## src/hw/rtl/fdf_pkg.sv

```systemverilog
// Package for the forward difference filter: payload structs, controller and
// datapath command/status structs, register map and fixed-point constants.
// No dependencies.
`default_nettype none

package fdf_pkg;

   // Field widths fixed by the interface
   localparam int SAMPLE_BITS   = 16;
   localparam int ORDER_WIDTH   = 4;
   localparam int SCALE_WIDTH   = 24;
   localparam int RESULT_WIDTH  = 32;

   // Default deepest order
   localparam int MAX_ORDER_DEF = 8;

   // Scale is applied one byte per cycle, most significant byte first
   localparam int SCALE_CHUNK   = 8;
   localparam int SCALE_CHUNKS  = SCALE_WIDTH / SCALE_CHUNK;
   localparam int CHUNK_IDX_W   = (SCALE_CHUNKS > 1) ? $clog2(SCALE_CHUNKS) : 1;

   // Q8.16 scale: fraction bits dropped, with round half up
   localparam int FRAC_BITS     = 16;
   localparam int ROUND_HALF    = 1 << (FRAC_BITS - 1);

   // Register map
   localparam int CSR_ADDR_W    = 3;
   localparam int CSR_DATA_W    = 32;
   localparam int REG_IDX_W     = 1;
   localparam logic [REG_IDX_W-1:0] REG_DIFF_ORDER = 1'd0;
   localparam logic [REG_IDX_W-1:0] REG_STEP_SCALE = 1'd1;

   localparam logic [ORDER_WIDTH-1:0] DIFF_ORDER_RST = 4'd1;
   localparam logic [SCALE_WIDTH-1:0] STEP_SCALE_RST = 24'd65536;

   typedef struct packed {
      logic signed [SAMPLE_BITS-1:0] sample;
      logic                          last_sample;
   } req_payload_type;

   typedef struct packed {
      logic signed [RESULT_WIDTH-1:0] difference;
      logic                           last_result;
      logic                           too_short;
   } rsp_payload_type;

   // Controller to datapath
   typedef struct packed {
      logic                   accept;
      logic                   pass;
      logic                   mul;
      logic                   mul_first;
      logic [CHUNK_IDX_W-1:0] chunk_idx;
      logic                   emit;
   } cmd_type;

   // Datapath to controller
   typedef struct packed {
      logic want_diff;
      logic want_short;
      logic pass_last;
      logic out_free;
   } status_type;

endpackage

`default_nettype wire

```

## src/hw/rtl/forward_difference_filter.sv

```systemverilog
// Forward difference filter, top level: register block, sequencer, datapath.
// Depends on fdf_pkg, fdf_ctrl, fdf_datapath.
//
// Usage:
//  - req channel: one signed sample per beat, last_sample closes a vector.
//  - rsp channel: at most one result per sample; difference is the order-d
//    forward difference over the newest d+1 samples times step_scale (Q8.16),
//    rounded half up and saturated to 32 bits. last_result follows the
//    sample's last flag; too_short marks a vector that ended with d or fewer
//    samples (difference 0).
//  - The first d samples of a vector give no result, but for the too_short
//    result of a vector that ends there. A producing sample runs d difference
//    passes, then three byte steps of the scale multiply, then loads the
//    output register; the next sample is taken only after that load. A
//    too_short result skips the passes and the multiply.
//  - The output register holds a result while rsp_stall is high; the next
//    sample is still accepted, and the block waits only when a new result
//    is ready while the old one has not been taken.
//  - Reset clears the fill count and output valid and sets diff_order to 1,
//    step_scale to 1.0. Write the registers only while the block is idle.
`default_nettype none

module forward_difference_filter #(
   parameter int MAX_ORDER = fdf_pkg::MAX_ORDER_DEF
) (
   input  wire                                 clock,
   input  wire                                 reset,
   // input channel
   input  wire                                 req_valid,
   output logic                                req_stall,
   input  fdf_pkg::req_payload_type            req_payload,
   // result channel
   output logic                                rsp_valid,
   input  wire                                 rsp_stall,
   output fdf_pkg::rsp_payload_type            rsp_payload,
   // register port
   input  wire                                 csr_psel,
   input  wire                                 csr_penable,
   input  wire                                 csr_pwrite,
   input  wire  [fdf_pkg::CSR_ADDR_W-1:0]      csr_paddr,
   input  wire  [fdf_pkg::CSR_DATA_W-1:0]      csr_pwdata,
   output logic [fdf_pkg::CSR_DATA_W-1:0]      csr_prdata,
   output logic                                csr_pready
);

   logic [fdf_pkg::ORDER_WIDTH-1:0]  diff_order_ff;
   logic [fdf_pkg::SCALE_WIDTH-1:0]  step_scale_ff;
   logic [fdf_pkg::REG_IDX_W-1:0]    reg_idx;
   logic                             csr_wr;
   fdf_pkg::cmd_type                 cmd;
   fdf_pkg::status_type              status;

   // Register block
   assign csr_pready = 1'b1;
   assign reg_idx    = csr_paddr[fdf_pkg::CSR_ADDR_W-1:2];
   assign csr_wr     = csr_psel & csr_penable & csr_pwrite;

   always_ff @(posedge clock) begin
      if (reset) begin
         diff_order_ff <= fdf_pkg::DIFF_ORDER_RST;
         step_scale_ff <= fdf_pkg::STEP_SCALE_RST;
      end else if (csr_wr) begin
         unique case (reg_idx)
            fdf_pkg::REG_DIFF_ORDER:
               diff_order_ff <= csr_pwdata[fdf_pkg::ORDER_WIDTH-1:0];
            fdf_pkg::REG_STEP_SCALE:
               step_scale_ff <= csr_pwdata[fdf_pkg::SCALE_WIDTH-1:0];
            default: ;
         endcase
      end
   end

   // Read back
   always_comb begin
      unique case (reg_idx)
         fdf_pkg::REG_DIFF_ORDER:
            csr_prdata = fdf_pkg::CSR_DATA_W'(diff_order_ff);
         fdf_pkg::REG_STEP_SCALE:
            csr_prdata = fdf_pkg::CSR_DATA_W'(step_scale_ff);
         default:
            csr_prdata = '0;
      endcase
   end

   fdf_ctrl u_ctrl (
      .clock     (clock),
      .reset     (reset),
      .req_valid (req_valid),
      .req_stall (req_stall),
      .status    (status),
      .cmd       (cmd)
   );

   fdf_datapath #(
      .MAX_ORDER (MAX_ORDER)
   ) u_datapath (
      .clock       (clock),
      .reset       (reset),
      .req_payload (req_payload),
      .diff_order  (diff_order_ff),
      .step_scale  (step_scale_ff),
      .cmd         (cmd),
      .status      (status),
      .rsp_stall   (rsp_stall),
      .rsp_valid   (rsp_valid),
      .rsp_payload (rsp_payload)
   );

endmodule

`default_nettype wire

```

## src/hw/rtl/fdf_ctrl.sv

```systemverilog
// Sequencer for the forward difference filter: accepts a beat, then runs the
// difference passes, the byte-serial scale and the result load; a too_short beat gets only the load.
// Depends on fdf_pkg.
`default_nettype none

module fdf_ctrl (
   input  wire                  clock,
   input  wire                  reset,
   input  wire                  req_valid,
   output logic                 req_stall,
   input  fdf_pkg::status_type  status,
   output fdf_pkg::cmd_type     cmd
);

   typedef enum logic [3:0] {
      ST_IDLE = 4'b0001,
      ST_DIFF = 4'b0010,
      ST_MUL  = 4'b0100,
      ST_EMIT = 4'b1000
   } state_type;

   state_type                           state_ff, state_in;
   logic [fdf_pkg::CHUNK_IDX_W-1:0]     chunk_ff, chunk_in;

   localparam logic [fdf_pkg::CHUNK_IDX_W-1:0] CHUNK_LAST =
      fdf_pkg::CHUNK_IDX_W'(fdf_pkg::SCALE_CHUNKS - 1);

   // Input is taken only between items
   assign req_stall = (state_ff != ST_IDLE);

   // Next state and commands
   always_comb begin
      state_in      = state_ff;
      chunk_in      = chunk_ff;
      cmd           = '0;
      cmd.chunk_idx = chunk_ff;
      unique case (state_ff)
         ST_IDLE: begin
            if (req_valid) begin
               cmd.accept = 1'b1;
               if (status.want_diff) begin
                  state_in = ST_DIFF;
               end else if (status.want_short) begin
                  state_in = ST_EMIT;
               end
            end
         end
         ST_DIFF: begin
            cmd.pass = 1'b1;
            if (status.pass_last) begin
               state_in = ST_MUL;
               chunk_in = '0;
            end
         end
         ST_MUL: begin
            cmd.mul       = 1'b1;
            cmd.mul_first = (chunk_ff == '0);
            if (chunk_ff == CHUNK_LAST) begin
               state_in = ST_EMIT;
            end else begin
               chunk_in = chunk_ff + 1'b1;
            end
         end
         ST_EMIT: begin
            if (status.out_free) begin
               cmd.emit = 1'b1;
               state_in = ST_IDLE;
            end
         end
         default: begin
            state_in = ST_IDLE;
         end
      endcase
   end

   always_ff @(posedge clock) begin
      if (reset) begin
         state_ff <= ST_IDLE;
         chunk_ff <= '0;
      end else begin
         state_ff <= state_in;
         chunk_ff <= chunk_in;
      end
   end

endmodule

`default_nettype wire

```

## src/hw/rtl/fdf_datapath.sv

```systemverilog
// Datapath of the forward difference filter: sample history, fill count,
// difference passes, byte-serial scaling, rounding, saturation, result register.
// Depends on fdf_pkg.
`default_nettype none

module fdf_datapath #(
   parameter int MAX_ORDER = fdf_pkg::MAX_ORDER_DEF
) (
   input  wire                                   clock,
   input  wire                                   reset,
   input  fdf_pkg::req_payload_type              req_payload,
   input  wire  [fdf_pkg::ORDER_WIDTH-1:0]       diff_order,
   input  wire  [fdf_pkg::SCALE_WIDTH-1:0]       step_scale,
   input  fdf_pkg::cmd_type                      cmd,
   output fdf_pkg::status_type                   status,
   input  wire                                   rsp_stall,
   output logic                                  rsp_valid,
   output fdf_pkg::rsp_payload_type              rsp_payload
);

   localparam int ORDER_W = $clog2(MAX_ORDER + 1);
   localparam int CMP_W   = (ORDER_W > fdf_pkg::ORDER_WIDTH) ? ORDER_W : fdf_pkg::ORDER_WIDTH;
   localparam int SUM_W   = fdf_pkg::SAMPLE_BITS + MAX_ORDER;
   localparam int ACC_W   = SUM_W + fdf_pkg::SCALE_WIDTH;
   localparam int PROD_W  = SUM_W + fdf_pkg::SCALE_CHUNK + 1;
   localparam int Q_W     = ACC_W - fdf_pkg::FRAC_BITS;
   localparam int X_W     = (Q_W > fdf_pkg::RESULT_WIDTH) ? Q_W : fdf_pkg::RESULT_WIDTH;

   localparam logic signed [fdf_pkg::RESULT_WIDTH-1:0] RES_MAX =
      {1'b0, {(fdf_pkg::RESULT_WIDTH-1){1'b1}}};
   localparam logic signed [fdf_pkg::RESULT_WIDTH-1:0] RES_MIN =
      {1'b1, {(fdf_pkg::RESULT_WIDTH-1){1'b0}}};
   localparam logic signed [X_W-1:0] X_MAX = X_W'(RES_MAX);
   localparam logic signed [X_W-1:0] X_MIN = X_W'(RES_MIN);

   logic signed [fdf_pkg::SAMPLE_BITS-1:0] hist_ff [MAX_ORDER];
   logic signed [SUM_W-1:0]                work_ff [MAX_ORDER+1];
   logic [ORDER_W-1:0]                     fill_ff;
   logic [ORDER_W-1:0]                     pass_cnt_ff;
   logic signed [ACC_W-1:0]                acc_ff, acc_in;
   logic                                   last_ff;
   logic                                   short_ff;
   logic                                   rsp_valid_ff;
   fdf_pkg::rsp_payload_type               rsp_data_ff;

   logic [CMP_W-1:0]                       ord_x;
   logic [ORDER_W-1:0]                     eff_order;
   logic [fdf_pkg::CHUNK_IDX_W-1:0]        byte_sel;
   logic signed [fdf_pkg::SCALE_CHUNK:0]   scale_byte;
   logic signed [PROD_W-1:0]               prod;
   logic signed [ACC_W-1:0]                rnd;
   logic signed [Q_W-1:0]                  q;
   logic signed [X_W-1:0]                  q_x;
   logic signed [fdf_pkg::RESULT_WIDTH-1:0] sat;

   // Order in force: zero acts as one, above the maximum clips
   always_comb begin
      ord_x = CMP_W'(diff_order);
      if (ord_x == '0) begin
         eff_order = ORDER_W'(1);
      end else if (ord_x > CMP_W'(MAX_ORDER)) begin
         eff_order = ORDER_W'(MAX_ORDER);
      end else begin
         eff_order = ORDER_W'(ord_x);
      end
   end

   // Status to the sequencer
   assign status.want_diff  = (fill_ff >= eff_order);
   assign status.want_short = req_payload.last_sample & ~(fill_ff >= eff_order);
   assign status.pass_last  = (pass_cnt_ff == ORDER_W'(1));
   assign status.out_free   = ~rsp_valid_ff | ~rsp_stall;

   // One scale byte per cycle, top byte first
   assign byte_sel   = fdf_pkg::CHUNK_IDX_W'(fdf_pkg::SCALE_CHUNKS - 1) - cmd.chunk_idx;
   assign scale_byte = $signed({1'b0, step_scale[fdf_pkg::SCALE_CHUNK*byte_sel +:
                                                 fdf_pkg::SCALE_CHUNK]});
   assign prod       = work_ff[0] * scale_byte;

   always_comb begin
      if (cmd.mul_first) begin
         acc_in = ACC_W'(prod);
      end else begin
         acc_in = (acc_ff <<< fdf_pkg::SCALE_CHUNK) + ACC_W'(prod);
      end
   end

   // Round half up, drop fraction, saturate
   assign rnd = acc_ff + ACC_W'(fdf_pkg::ROUND_HALF);
   assign q   = Q_W'(rnd >>> fdf_pkg::FRAC_BITS);
   assign q_x = X_W'(q);

   always_comb begin
      priority if (q_x > X_MAX) begin
         sat = RES_MAX;
      end else if (q_x < X_MIN) begin
         sat = RES_MIN;
      end else begin
         sat = fdf_pkg::RESULT_WIDTH'(q_x);
      end
   end

   // History, working row and scale accumulator
   always_ff @(posedge clock) begin
      if (cmd.accept) begin
         work_ff[0] <= SUM_W'(req_payload.sample);
         for (int i = 1; i <= MAX_ORDER; i++) begin
            work_ff[i] <= SUM_W'(hist_ff[i-1]);
         end
         hist_ff[0] <= req_payload.sample;
         for (int i = 1; i < MAX_ORDER; i++) begin
            hist_ff[i] <= hist_ff[i-1];
         end
         pass_cnt_ff <= eff_order;
         last_ff     <= req_payload.last_sample;
         short_ff    <= ~status.want_diff;
      end else if (cmd.pass) begin
         // one difference pass over the row
         for (int i = 0; i < MAX_ORDER; i++) begin
            work_ff[i] <= work_ff[i] - work_ff[i+1];
         end
         pass_cnt_ff <= pass_cnt_ff - 1'b1;
      end
      if (cmd.mul) begin
         acc_ff <= acc_in;
      end
      if (cmd.emit) begin
         rsp_data_ff.difference  <= short_ff ? '0 : sat;
         rsp_data_ff.last_result <= last_ff;
         rsp_data_ff.too_short   <= short_ff;
      end
   end

   // Fill count and result valid
   always_ff @(posedge clock) begin
      if (reset) begin
         fill_ff      <= '0;
         rsp_valid_ff <= 1'b0;
      end else begin
         if (cmd.accept) begin
            if (req_payload.last_sample) begin
               fill_ff <= '0;
            end else if (fill_ff < ORDER_W'(MAX_ORDER)) begin
               fill_ff <= fill_ff + 1'b1;
            end
         end
         if (cmd.emit) begin
            rsp_valid_ff <= 1'b1;
         end else if (~rsp_stall) begin
            rsp_valid_ff <= 1'b0;
         end
      end
   end

   assign rsp_valid   = rsp_valid_ff;
   assign rsp_payload = rsp_data_ff;

endmodule

`default_nettype wire

```

## config.mk

```make
export PLATFORM = sky130hd
export DESIGN_NAME = forward_difference_filter
export DESIGN_NICKNAME = d
export VERILOG_FILES = /design/src/hw/rtl/fdf_pkg.sv /design/src/hw/rtl/forward_difference_filter.sv /design/src/hw/rtl/fdf_ctrl.sv /design/src/hw/rtl/fdf_datapath.sv
export SDC_FILE = /design/constraint.sdc
export NUM_CORES = 2
export LEC_CHECK = 0
export BUFFER_PORTS_ARGS = -buffer_cell sky130_fd_sc_hd__buf_2
export CORE_MARGIN = 2
export CORE_UTILIZATION = 58
export CTS_CLUSTER_DIAMETER = 100
export DETAILED_ROUTE_END_ITERATION = 12
export HOLD_SLACK_MARGIN = 0.06
export PLACE_DENSITY = 0.72
export SETUP_SLACK_MARGIN = 0.15
export SLEW_MARGIN = 20
export SYNTH_ARGS = -nofsm -noshare
export SYNTH_HDL_FRONTEND = slang
export SYNTH_HIERARCHICAL = 1
export SYNTH_SLANG_ARGS = --single-unit
```

## constraint.sdc

```tcl
create_clock -name clock -period 15.75 [get_ports clock]
set_input_delay 1.575 -clock clock [delete_from_list [all_inputs] [get_ports clock]]
set_output_delay 1.575 -clock clock [all_outputs]
set_load 0.05 [all_outputs]
```

==> impl_metrics.env <==
export IMPL_avgRoutedWirePerCell_um=16.4
export IMPL_io_pins=128
export IMPL_cts_num_sinks=463
export IMPL_first_global_vias=25500
export IMPL_yosys_register_bits=463
export IMPL_layout_min_cycle_time_ns=9.25
export IMPL_setup_violations=0
export IMPL_rows=91
export IMPL_crit_fanout=24
export IMPL_place_hpwl_um=53600
export IMPL_multiInputGateArea_um2=20200
export IMPL_clk_pin_slew_ns=0.06
export IMPL_cts_root_buf="clkbuf_16"
export IMPL_ant_nets=0
export IMPL_post_cts_resized=0
export IMPL_cts_setup_buffers=0
export IMPL_synth_warnings=6
export IMPL_antenna_found_initial=1
export IMPL_startpoint="u_ctrl/chunk_ff[1]"
export IMPL_setup_tns_ns=0
export IMPL_fillers=5125
export IMPL_fp_dieH_um=252
export IMPL_clockBufferDepth=3
export IMPL_r2r_start="u_ctrl/chunk_ff[1]"
export IMPL_crit_family="adder cells"
export IMPL_yosysSeqAreaShare_pct=37.7
export IMPL_cts_tree="built"
export IMPL_syn_cell_area_um2=35800
export IMPL_dieArea_um2=63700
export IMPL_finClkSkew_ns=0.0496
export IMPL_core_area_um2=61400
export IMPL_cts_buffers=52
export IMPL_post_route_period_util_pct=58.8
export IMPL_async_reset_ff_share_pct=0
export IMPL_syn_to_final_growth_pct=8.38
export IMPL_drc_errors=0
export IMPL_place_congestion=0.885
export IMPL_tightestPinTransition_ns=1.06
export IMPL_grt_max_degree=234
export IMPL_fmax_ghz=0.108
export IMPL_netlist_instances=3662
export IMPL_ys_flop_type="edfxtp_1"
export IMPL_dpl_worst_slack_ns=6.68
export IMPL_crit_top_cell="fa_1"
export IMPL_start_kind="flip-flop"
export IMPL_power_density_nw_per_um2=191
export IMPL_leakage_uw=0.0171
export IMPL_ctsHoldBuffers=0
export IMPL_worst_path_buf_inv=4
export IMPL_start_util_pct=58.3
export IMPL_crit_path_top_delay_cell="or4b_2"
export IMPL_grt_pass1_wl_um=126000
export IMPL_portBuffers=108
export IMPL_status="finished, final reports clean"
export IMPL_synth_edf_count=424
export IMPL_hold_path_class="flip-flop to flip-flop"
export IMPL_firstDrtPassIters=6
export IMPL_via_per_inst=5.71
export IMPL_insertion_delay_ns=0.63
export IMPL_grt_total_usage_pct=23.8
export IMPL_htree_levels=2
export IMPL_slowest_delay_ns=0.65
export IMPL_synth_area_per_cell_um2=9.78
export IMPL_drt_total_wl_um=75000
export IMPL_num_vias=26200
export IMPL_ys_types=84
export IMPL_relSlewSlack_pct=29.4
export IMPL_regArea_um2=13500
export IMPL_fin_ws_ns=6.50
export IMPL_finalMaxSlewViolations=0
export IMPL_drv_cap=0
export IMPL_drive_gt1_share_pct=6.77
export IMPL_drt_iter0_drc=2055
export IMPL_arrival_ns=9.59
export IMPL_die_w_um=252
export IMPL_critPathKind="flip-flop to flip-flop"
export IMPL_rsz0062_at_grt="no"
export IMPL_hold_viol_final=0
export IMPL_critPathRequiredTime_ns=16.08
export IMPL_min_from="u_datapath/hist_ff[1][49]"
export IMPL_peakVddDrop_uv=103
export IMPL_gr_total_overflow=0
export IMPL_end_kind="flip-flop"
export IMPL_finalNetCount=4278
cell type report:
cell class | count | share of cell area, %
tap | 790 | 2.55
clock buffer | 64 | 3.50
sequential | 463 | 34.8
antenna | 1 | 0.00645
timing repair buffer | 126 | 1.82
inverter | 450 | 4.35
clock inverter | 29 | 0.861
multi-input combinational | 2662 | 52.1
synth_stat cells, types with 51 or more instances:
library cell  count  area share (%)
a21oi_1         196             2.7
xor2_1          123             3.0
edfxtp_1        424              36
nor2_1          170             1.8
o21ai_0         288             4.0
fa_1            159             8.9
xnor2_1         117             2.9
nand2b_1         96             1.7
and2_1          130             2.3
ha_1            305              11
nand2_1         387             4.1
clkbuf_1         74            0.78
a21o_1           83             1.7
nand3_1          51            0.71
inv_1           450             4.7
layout by cell type (no fill, tap or decap), drive strengths merged, types with 29 or more instances in the layout:
cell	n
edfxtp	424
a21oi	196
nand4	29
xnor2	117
o31ai	42
nor3	49
fa	159
nand3	51
and3	30
nor2	170
nand2b	96
mux2i	41
xor2	123
nand2	387
o21a	37
nor2b	30
clkbuf	64
inv	452
and2	130
o21ai	297
a21o	83
buf	126
ha	305
dfxtp	39
logic make-up (layout without fill, tap and decap cells):
| group | count (synthesis) | in the layout | share of synthesized area (%) |
|---|---|---|---|
| and+or+nand+nor | 1043 | 1043 | 14.3 |
| DFF | 463 | 463 | 37.7 |
| other | 2 | 10 | 0.0210 |
| adders and majority gates | 464 | 464 | 19.5 |
| buffers and inverters | 544 | 669 | 5.96 |
| AOI/OAI and AO/OA | 852 | 852 | 15.0 |
| muxes | 54 | 54 | 1.56 |
| xor gates and xnor gates | 240 | 240 | 5.87 |
where the power goes:
part / internal (µW) / switching (µW) / total [µW]
clock network: 699 / 516 / 1210
registers: 1920 / 241 / 2160
logic: 1640 / 2400 / 4040
metal layers:
layer / share of wire (%) / wire, µm / track usage, %
met4: 1.2 / 934 / 5.26
met5: 0 / 0 / 0
met2: 45 / 33600 / 37.2
met1: 49 / 36600 / 35.4
met3: 5.1 / 3860 / 3.06
state kept, by name, indices dropped and copies added (netlist names):
register,flops
u_datapath/rsp_valid,1
u_datapath/hist_ff,128
u_datapath/work_ff,208
u_datapath/fill_ff,4
u_datapath/rsp_payload,34
diff_order_ff,4
u_datapath/acc_ff,48
u_ctrl/state_ff,4
u_datapath/pass_cnt_ff,4
u_ctrl/chunk_ff,2
u_datapath/last_ff,1
u_datapath/short_ff,1
step_scale_ff,24
path summary, 6_finish.rpt:
path,endpoint,cells after the start,slack (ns)
worst min-delay path,u_datapath/work_ff[8][1],0,0.42
worst min register to register,u_datapath/work_ff[8][1],0,0.42
worst max-delay path,u_datapath/acc_ff[47],30,6.50
worst max register to register,u_datapath/acc_ff[47],30,6.50
per-stage QoR:
step	area, µm²	hold WS (ns)	std cells	power [µW]	util [%]
after floorplan	35800	0.400	3669	5290	-
after global placement	37100	0.400	4490	6060	60.4
after detailed placement	37100	0.405	4490	6130	60.4
after CTS	38800	0.419	4583	7410	63.2
after global routing	38800	0.424	4585	8050	63.2
final	38800	0.419	4585	7420	63.2
No activity file was read; power rests on OpenSTA's default activity.
